==> src/hw/rtl/ecta_pkg.sv <==
// shared types, constants and corner tables for the element clip and altitude setup
// no dependencies; every other file of the block imports this package
package ecta_pkg;

  localparam int COORD_WIDTH_DEF = 16;
  localparam int VW      = 48;   // packed vertex word
  localparam int MODE_W  = 2;
  localparam int CELL_W  = 29;
  localparam int GROUP_W = 16;
  localparam int EDGE_W  = 32;
  localparam int ALT_W   = 16;
  localparam int QW      = 32;   // quotient width ahead of the square root
  localparam int IDX_W   = 2;

  localparam int DIV_STAGES  = QW;
  localparam int SQRT_STAGES = QW / 2;
  localparam int ALT_LAT     = 1 + DIV_STAGES + SQRT_STAGES;

  localparam logic [MODE_W-1:0] MODE_TRI  = 2'd0;
  localparam logic [MODE_W-1:0] MODE_QUAD = 2'd1;
  localparam logic [MODE_W-1:0] MODE_TET  = 2'd2;
  localparam logic [MODE_W-1:0] MODE_NONE = 2'd3;   // unused code, element dropped

  localparam logic [IDX_W-1:0] REG_POINT  = 2'd0;
  localparam logic [IDX_W-1:0] REG_NORMAL = 2'd1;
  localparam logic [IDX_W-1:0] REG_CLIP   = 2'd2;
  localparam logic [IDX_W-1:0] REG_GROUP  = 2'd3;

  localparam logic [2:0] EDGE_NONE  = 3'd0;
  localparam logic [2:0] EDGE_ALL   = 3'd7;
  localparam logic [2:0] EDGE_QUAD0 = 3'd5;
  localparam logic [2:0] EDGE_QUAD1 = 3'd3;

  typedef struct packed {
    logic [VW-1:0]      point;
    logic [VW-1:0]      normal;
    logic               clip;
    logic [GROUP_W-1:0] group;
  } cfg_t;

  typedef struct packed {
    logic [MODE_W-1:0]   mode;
    logic [CELL_W-1:0]   cell_idx;
    logic [3:0][VW-1:0]  v;
  } elem_t;

  typedef struct packed {
    logic [VW-1:0]     c0;
    logic [VW-1:0]     c1;
    logic [VW-1:0]     c2;
    logic [EDGE_W-1:0] ecw;
    logic              last;
  } tri_side_t;

  function automatic logic [2:0] tri_count(input logic [MODE_W-1:0] mode);
    logic [2:0] n;
    unique case (mode)
      MODE_QUAD: n = 3'd2;
      MODE_TET:  n = 3'd4;
      default:   n = 3'd1;
    endcase
    return n;
  endfunction

  // vertex index of corner k of triangle j
  function automatic logic [1:0] tri_corner(input logic [MODE_W-1:0] mode,
                                            input logic [1:0] j, input logic [1:0] k);
    logic [5:0] row;
    unique case ({mode, j})
      {MODE_TRI, 2'd0}:  row = {2'd2, 2'd1, 2'd0};
      {MODE_QUAD, 2'd0}: row = {2'd2, 2'd1, 2'd0};
      {MODE_QUAD, 2'd1}: row = {2'd3, 2'd2, 2'd0};
      {MODE_TET, 2'd0}:  row = {2'd1, 2'd3, 2'd2};
      {MODE_TET, 2'd1}:  row = {2'd2, 2'd3, 2'd0};
      {MODE_TET, 2'd2}:  row = {2'd0, 2'd3, 2'd1};
      {MODE_TET, 2'd3}:  row = {2'd1, 2'd2, 2'd0};
      default:           row = 6'd0;
    endcase
    return row[k*2 +: 2];
  endfunction

  function automatic logic [2:0] tri_edges(input logic [MODE_W-1:0] mode,
                                           input logic [1:0] j);
    logic [2:0] e;
    unique case ({mode, j})
      {MODE_TRI, 2'd0}:  e = EDGE_ALL;
      {MODE_QUAD, 2'd0}: e = EDGE_QUAD0;
      {MODE_QUAD, 2'd1}: e = EDGE_QUAD1;
      {MODE_TET, 2'd0},
      {MODE_TET, 2'd1},
      {MODE_TET, 2'd2},
      {MODE_TET, 2'd3}:  e = EDGE_ALL;
      default:           e = EDGE_NONE;
    endcase
    return e;
  endfunction

endpackage

==> src/hw/rtl/ecta_split.sv <==
// holds one kept element and issues its triangles one per cycle while the pipeline advances
// depends on ecta_pkg
module ecta_split (
  input  logic                 clk,
  input  logic                 rst_n,
  input  logic                 el_valid,
  input  ecta_pkg::elem_t      el,
  output logic                 el_take,
  input  logic                 adv,
  output logic                 tri_valid,
  output ecta_pkg::tri_side_t  tri_side
);
  import ecta_pkg::*;

  logic       hold_r;
  elem_t      el_r;
  logic [1:0] j_r;
  logic       is_last;

  assign is_last   = ({1'b0, j_r} == (tri_count(el_r.mode) - 3'd1));
  assign el_take   = el_valid && (!hold_r || (adv && is_last));
  assign tri_valid = hold_r;

  always_comb begin
    tri_side.c0   = el_r.v[tri_corner(el_r.mode, j_r, 2'd0)];
    tri_side.c1   = el_r.v[tri_corner(el_r.mode, j_r, 2'd1)];
    tri_side.c2   = el_r.v[tri_corner(el_r.mode, j_r, 2'd2)];
    tri_side.ecw  = {el_r.cell_idx, tri_edges(el_r.mode, j_r)};
    tri_side.last = is_last;
  end

  always_ff @(posedge clk) begin
    if (!rst_n) begin
      hold_r <= 1'b0;
      j_r    <= 2'd0;
    end else if (el_take) begin
      hold_r <= 1'b1;
      j_r    <= 2'd0;
    end else if (adv && hold_r) begin
      hold_r <= !is_last;
      j_r    <= j_r + 2'd1;
    end
  end

  always_ff @(posedge clk) begin
    if (el_take) begin
      el_r <= el;
    end
  end

endmodule

==> config.mk <==
export PLATFORM = sky130hd
export DESIGN_NAME = ecta_split
export DESIGN_NICKNAME = d
export VERILOG_FILES = /design/src/hw/rtl/ecta_pkg.sv /design/src/hw/rtl/ecta_split.sv
export SDC_FILE = /design/constraint.sdc
export NUM_CORES = 1
export LEC_CHECK = 0
export CORE_AREA = 2 2 156 158
export DETAILED_ROUTE_END_ITERATION = 10
export DIE_AREA = 0 0 158 160
export DONT_BUFFER_PORTS = 1
export GPL_TIMING_DRIVEN = 0
export PLACE_DENSITY = 0.73
export SYNTH_ARGS = -nofsm -noshare
export SYNTH_HDL_FRONTEND = slang
export SYNTH_SLANG_ARGS = --single-unit
==> constraint.sdc <==
create_clock -name clk -period 22.4 [get_ports clk]
set_input_delay 2.24 -clock clk [delete_from_list [all_inputs] [get_ports clk]]
set_output_delay 2.24 -clock clk [all_outputs]
set_load 0.02 [all_outputs]
**Word level (Yosys, flattened, before mapping)**

Cells that the tools add are included.

- Muxes and demuxes: 11
- $add $sub $neg: 2
- Equal/unequal tests: 9
- $lt $le $gt $ge: 3
- Reductions and logical operators: 11
- Bitwise logic cells: 1

Operators with widths:

| operator | count |
|---|---|
| 48-bit binary-select mux with 2-bit select | 3 |
| 48-bit 2-to-1 mux | 3 |
| 6-bit case mux with 6 select lines | 1 |
| 4-bit equality test, second input constant | 4 |
| 2-bit by 3-bit < comparator with 1-bit output, second input constant | 3 |
| 3-bit case mux with 3 select lines | 1 |
| 4-bit by 3-bit equality test with 1-bit output, second input constant | 2 |
| 3-bit case mux with 2 select lines | 1 |
| 5-bit OR reduction | 1 |
| 4-bit logical NOT | 1 |
| 2-bit OR reduction | 2 |
| 2-bit by 3-bit equality test with 1-bit output | 1 |
| 1-bit logical AND | 3 |
| 3-bit by 1-bit subtractor with 3-bit output, second input constant | 1 |
| 2-bit by 1-bit adder with 2-bit output, second input constant | 1 |
| 2-bit by 1-bit equality test with 1-bit output, second input constant | 1 |
| 2-bit equality test, second input constant | 1 |
| 1-bit logical NOT | 2 |
| 1-bit 2-to-1 mux | 2 |
| 2-bit nonzero test | 1 |
| 1-bit logical OR | 1 |
| 1-bit NOT | 1 |

- Register bits: 226
- Output and inout port bits: 179
- Word-level logic and storage cells: 45

**Depth between registers and ports, before layout**

Gate-level depths: netlist (run 1).

- Word-level depth: 8
- Gate-level depth with buffers: 9
- Depth with buffers taken out: 5

**Worst setup path before layout (run 1)**

OpenSTA, ideal clock, no wires.

- Kind: input to output
- Start: input port adv
- End: output port el_take
- Data required time: 20.160 ns
- Path slack: 1.341 ns
- Stages: 2
- Data arrival time: 18.819 ns
- Path buffers: 0
- Cells stage by stage: nand4_1 -> a21boi_0

- Cells in the longest elaborated chain, start to end: 3

Ends and longest elaborated chain:

| what | line | text |
|---|---|---|
| from (decl) | ecta_split.sv:9 | `input logic adv,` |
| 1-bit logical AND | ecta_split.sv:21 | `assign el_take = el_valid && (!hold_r \|\| (adv && is_last));` |
| 1-bit logical OR | ecta_split.sv:21 |  |
| 1-bit logical AND | ecta_split.sv:21 |  |
| to (decl) | ecta_split.sv:8 | `output logic el_take,` |

Every way passes these cells.

==> results by group, run 1 <==
Synthesis
  • Synth cell types: 33
  • Yosys Warn Count: 0
  • Ys flop type: edfxtp_1
  • Synth async-reset ratio: 0%
  • Largest cells by area after synthesis: edfxtp_1 (57%), mux4_2 (9.2%), a32oi_1 (7.3%), o21ai_0 (4.2%), nand2_1 (3.3%)
  • Post-synthesis register bit count: 226
  • Post-synth EDFFs: 223
  • Most area-hungry cell type in the Yosys netlist: edfxtp_1
  • Post-synthesis cell area: 11710 um^2
  • Synth cell count leaders: edfxtp_1 (223), nand2_1 (104), o21ai_0 (99), a32oi_1 (97), clkbuf_1 (67)
  • Synth Net Count: 1167
  • Post-synthesis area per instance: 12.57 um^2
  • Sequential-to-total area share from yosys stat: 57.68%
  • Most common cell in the synthesized netlist: edfxtp_1
  • Post-Syn Instances: 932
  • Synth top area share: 57.17%

CTS
  • CTS sink count: 226
  • Root Buffer: clkbuf_16
  • Worst-path clk slew: 0.06 ns
  • Worst skew pair latency: 0.52 ns
  • CTS Hold Bufs: 0
  • CTS tree: yes
  • Clk buf depth: 3
  • Setup bufs post-CTS: 0
  • CTS buffer count: 24
  • Post_cts resized: 0
  • H-tree depth: 1

Cells and area
  • Number of fill cells: 1983
  • Area Overhead vs Synth: 11.45%
  • Nets: 1201
  • Final core utilization: 54.81%
  • Layout cells sized above 1: 14.90%

Floorplanning
  • Die Y-Extent: 160 um
  • Core box area: 23820 um^2
  • Die footprint: 25280 um^2
  • Die Wd: 158 um
  • Io pins: 406
  • FP Rows: 57
  • Initial Util: 49.18%

Setup path
  • Crit end category: output port
  • Reg2reg path depth: 10
  • Critical R2R Launch: el_r[221]$_DFFE_PP_
  • Crit-path max cell delay: 0.59 ns
  • Worst path top cell family by delay: buffers and inverters
  • Setup CP Type: register to output port
  • Stages on worst setup path: 8
  • CP most frequent cell: buf_2
  • Required time of the worst setup path: 20.16 ns
  • R2R Path End: tri_side[21]$_DFFE_PP_
  • CP startpoint: j_r[0]$_SDFFE_PP0P_
  • R2R setup slack: 19.53 ns
  • Crit path buf inv count: 4
  • CP Launch Type: register
  • Worst Setup EP: tri_side[102]
  • Crit-path cells: inv_1 > ha_1 > buf_2 > o21ai_1 > buf_2 > buf_1 > nand3_1 > a32oi_1
  • CP Max Fanout: 10
  • CP Data Arrival Time: 3.74 ns
  • Crit-path slowest cell: o21ai_1

Power
  • Pwr Density: 90.21 nW/um^2
  • Combinational share of power: 23.6%
  • Reg power frac: 44.8%
  • Psw: 381.3 uW
  • Sw Share: 32.38%
  • Peak supply drop: 0.07260 mV
  • Leak: 0.004185 uW
  • Clock share of power: 31.6%
  • Internal power: 796.4 uW

Timing
  • RSZ-0062 raised after global routing: false
  • F_max: 0.1673 GHz
  • Hold_ws: 0.6407 ns
  • Final Max Slew Viols: 0
  • Tmin final: 5.976 ns
  • Clk_skew: 0.009774 ns
  • Relative slew slack: 45.13%
  • Final period utilization: 26.68%
  • Final Hold Viols: 0
  • Setup violations, final: 0
  • Worst-margin pin slew: 0.8182 ns

Routing
  • Iter 0 DRT Violations: 1617
  • DRC viols: 0
  • Vias per cell: 7.179
  • First-pass iteration count of the detailed router: 6
  • Post-route ant nets: 0
  • Final WL: 40.02 mm
  • Routed length per instance: 30.41 um
  • Via count: 9448

Global routing
  • Vias in the first global route: 8825
  • Remaining Overflow, GRT: 0
  • Global-route usage over all layers: 30.25%
  • Largest net degree at the start of global routing: 33
  • Initial antenna violation count: 11
  • First-pass GRT wire length: 57.34 mm

Hold path
  • Tightest Hold Check Type: register to register
  • WHS Path Cells: 2

Run
  • Max_cap viols: 0

Status
  • Status: finished, final reports clean

Placed design
  • Gpl congestion: 0.9137
  • I/O Buffers: 0
  • Post-DP HPWL: 28.04 mm
[sequential cells by signal, summed over array words and instances, names as in the netlist]
register   cells
el_r         194
tri_side      29
j_r            2
tri_valid      1
[cell type report]
type / count / area (um^2) / area share, %
clock inverter: 12 / 82.58 / 0.6325
multi-input combinational: 571 / 4304 / 32.97
tap: 324 / 405.4 / 3.105
clock buffer: 28 / 636.9 / 4.878
sequential: 226 / 6756 / 51.75
inverter: 5 / 18.77 / 0.1438
timing repair buffer: 8 / 175.2 / 1.342
antenna: 12 / 30.03 / 0.2300
buffer: 130 / 645.6 / 4.945
[per-layer routing]
layer,routed length (um),share of wire [%],GRT usage (%)
met2,18770,47,47.87
met3,5243,13,8.955
met1,14050,35,39.14
met5,0,0,0
met4,1961,4.9,12.24
[power by group through the flow]
stage	logic [uW]	clock network, uW	registers [uW]
2_1_floorplan	206	0	550
3_3_place_gp	261	0	567
3_5_place_dp	272	0	535
4_1_cts	273	378	526
5_1_grt	289	394	530
6_report	278	372	528
[logic make-up (layout without fill, tap and decap cells)]
kind of cell / count (synthesis) / count (layout) / share of synthesized area, %
and+or+nand+nor: 210 / 210 / 8.449
other: 0 / 12 / 0
adders and majority gates: 8 / 8 / 0.8546
muxes: 49 / 49 / 9.314
DFF: 226 / 226 / 57.68
buffers and inverters: 135 / 183 / 5.672
xor gates and xnor gates: 2 / 2 / 0.1496
AOI/OAI and AO/OA: 302 / 302 / 17.88
[cells in the final DEF, fill, tap and decap left out, types with 2 or more instances in the layout]
| master | instances |
|---|---|
| buf_6 | 2 |
| o21ai_0 | 99 |
| diode_2 | 12 |
| xnor2_1 | 2 |
| mux4_2 | 48 |
| clkbuf_16 | 25 |
| ha_1 | 8 |
| buf_4 | 31 |
| a32oi_1 | 97 |
| buf_16 | 2 |
| nand3_1 | 49 |
| a31oi_1 | 48 |
| buf_12 | 6 |
| clkinv_1 | 4 |
| and2_1 | 5 |
| edfxtp_1 | 223 |
| inv_1 | 5 |
| dfxtp_1 | 3 |
| nand2_1 | 104 |
| clkinv_2 | 6 |
| a211oi_1 | 48 |
| buf_2 | 21 |
| nor2b_1 | 49 |
| buf_1 | 9 |
| clkbuf_1 | 70 |
[worst min path at each step]
stage / to / slack, ns / from
floorplan: j_r[0]$_SDFFE_PP0P_ / 0.56 / j_r[0]$_SDFFE_PP0P_
global placement: j_r[0]$_SDFFE_PP0P_ / 0.60 / j_r[0]$_SDFFE_PP0P_
detailed placement: j_r[1]$_SDFFE_PP0P_ / 0.63 / j_r[1]$_SDFFE_PP0P_
CTS: j_r[1]$_SDFFE_PP0P_ / 0.64 / j_r[1]$_SDFFE_PP0P_
global route: j_r[1]$_SDFFE_PP0P_ / 0.68 / j_r[1]$_SDFFE_PP0P_
finish: j_r[1]$_SDFFE_PP0P_ / 0.64 / j_r[1]$_SDFFE_PP0P_
[worst min-delay path: stages, from the launching register on]
cell      delay (ns)
dfxtp_1         0.35
a32oi_1         0.17
a311oi_1        0.07
[per-stage QoR]
stage                     setup TNS (ns)  setup slack, ns  power [uW]  area [um^2]  cells
final                                  0            16.42        1178        13060   1316
after global routing                   0            16.16        1213        13050   1314
after detailed placement               0            16.74       806.3        12310   1264
after CTS                              0            16.40        1177        13030   1304
after floorplan                        0            1.341       756.4        11710    932
after global placement           -719.80           -3.997       827.8        12120   1256
(Power assumes the default switching activity.)
==> run 2: changes to the inputs <==
Clock period 22.4 ns to 5.5 ns, I/O delays scaled along.
==> results by group, run 2 (synthesis gave the netlist of run 1 again) <==
Status
  • Status: finished, final reports clean

Routing
  • First-pass iteration count of the detailed router: 8 (+2)
  • Routed length per instance: 31.04 um (+2.1%)
  • DRC viols: 0 (unchanged)
  • Via count: 9456 (+0.085%)
  • Iter 0 DRT Violations: 1644 (+1.7%)
  • Vias per cell: 7.164 (-0.22%)
  • Final WL: 40.97 mm (+2.4%)
  • Post-route ant nets: 0 (unchanged)

Run
  • Max_cap viols: 0 (unchanged)

Setup path
  • CP startpoint: el_r[221]$_DFFE_PP_
  • Required time of the worst setup path: 4.95 ns (-15.21 ns)
  • Setup CP Type: register to output port
  • CP Max Fanout: 10 (unchanged)
  • CP Data Arrival Time: 3.76 ns (+0.02 ns)
  • Reg2reg path depth: 9 (-1)
  • Crit end category: output port
  • CP Launch Type: register
  • Critical R2R Launch: el_r[221]$_DFFE_PP_

Floorplanning
  • Core box area: 23820 um^2 (unchanged)
  • Die footprint: 25280 um^2 (unchanged)
  • FP Rows: 57 (unchanged)
  • Io pins: 406 (unchanged)
  • Die Y-Extent: 160 um (unchanged)
  • Die Wd: 158 um (unchanged)
  • Initial Util: 49.18% (unchanged)

CTS
  • Setup bufs post-CTS: 0 (unchanged)
  • H-tree depth: 1 (unchanged)
  • Worst skew pair latency: 0.53 ns (about the same)
  • CTS buffer count: 26 (+8.3%)
  • Worst-path clk slew: 0.06 ns (about the same)
  • CTS sink count: 226 (unchanged)
  • Post_cts resized: 0 (unchanged)
  • Root Buffer: clkbuf_16
  • CTS tree: yes
  • CTS Hold Bufs: 0 (unchanged)
  • Clk buf depth: 3 (unchanged)

Placed design
  • I/O Buffers: 0 (unchanged)
  • Dpl cell area: 12340 um^2 (+0.28%)
  • Gpl congestion: 0.9045 (-1.0%)
  • Post-DP HPWL: 28.29 mm (+0.91%)

Global routing
  • GR peak layer: met2
  • Vias in the first global route: 9237 (+4.7%)
  • First-pass GRT wire length: 58.10 mm (+1.3%)
  • Remaining Overflow, GRT: 0 (unchanged)
  • Initial antenna violation count: 12 (+1)
  • Largest net degree at the start of global routing: 34 (+3.0%)
  • M3 GR Usage: 10.94% (+2.0 points)
  • Met1 global-route usage: 37.23% (-1.9 points)
  • Global-route usage over all layers: 30.61% (+0.36 points)
  • Met2 usage: 48.24% (+0.38 points)

Timing
  • F_max: 0.2318 GHz
  • Clk_skew: 0.01519 ns (+0.005416 ns)
  • Relative slew slack: 43.15% (-2.0 points)
  • Worst-margin pin slew: 0.8488 ns (+0.03064 ns)
  • Setup violations, final: 0 (unchanged)
  • Final period utilization: 78.42%
  • Final Max Slew Viols: 0 (unchanged)
  • Hold_ws: 0.1078 ns (-0.5328 ns)
  • RSZ-0062 raised after global routing: false
  • Final Hold Viols: 0 (unchanged)
  • Tmin final: 4.313 ns
  • TNS Setup: 0 ns (unchanged)

Cells and area
  • Layout cells sized above 1: 15.10% (+0.20 points)
  • Area Overhead vs Synth: 12.23%
  • Max reg flops: 194 (unchanged)
  • Nets: 1204 (+0.25%)
  • Highest-count cells in the layout ignoring fill and taps: edfxtp_1 (223), nand2_1 (104), o21ai_0 (99)
  • Top reg by flops: el_r
  • Most common cell after layout, fill and taps aside: edfxtp_1
  • Final instance area: 13150 um^2 (+0.70%)

Power
  • Leak: 0.004227 uW (+1.0%)
  • Peak supply drop: 0.2791 mV (+280%)
  • Pwr Density: 371.7 nW/um^2 (+310%)

Hold path
  • Worst Min Path Start: el[22]
  • Tightest Hold Check Type: input port to register
  • WHS Path Cells: 0 (-2)
[run 2: path summary, 6_finish.rpt]
path	slack, ns	to
max	1.19	tri_side[107]
min	0.11	el_r[22]$_DFFE_PP_
max reg2reg	2.61	tri_side[11]$_DFFE_PP_
min reg2reg	0.64	j_r[0]$_SDFFE_PP0P_
[run 2: power by group]
group          internal, uW  leakage (uW)  switching (uW)
sequential             2060       0.00215            93.2
combinational           327       0.00169             815
clock                   908      0.000382             688
total                  3290       0.00423            1600
[run 2: cell type report]
cell class                      count  area, um^2
Multi-Input combinational cell    571        4304
Clock inverter                     18       125.1
Inverter                            5       18.77
Tap cell                          324       405.4
Fill cell                        1979       10670
Timing Repair Buffer                9       210.2
Sequential cell                   226        6756
Clock buffer                       28       658.1
Buffer                            130       645.6
Antenna cell                        9       22.52
[run 2: metrics by stage]
step                util [%]  std cells  setup slack [ns]  power (uW)
floorplan                  -        932            0.1961        3002
global placement       50.92       1256            -1.166        3266
detailed placement     51.81       1265             1.799        3294
CTS                    55.10       1311             1.244        4880
global route           55.18       1319             1.005        5030
finish                 55.19       1320             1.187        4887
[run 2: routing by layer]
layer  wire, um  share of wire (%)
met4       2038                5.0
met2      19190                 47
met3       5651                 14
met5         27              0.066
met1      14060                 34
[run 2: worst max-delay path, stage by stage (launching register included)]
cell	delay (ns)
edfxtp_1	0.39
inv_1	0.12
ha_1	0.20
buf_2	0.23
o31a_1	0.44
clkbuf_1	0.57
clkbuf_1	0.53
o21ai_0	0.17
a32oi_1	0.60
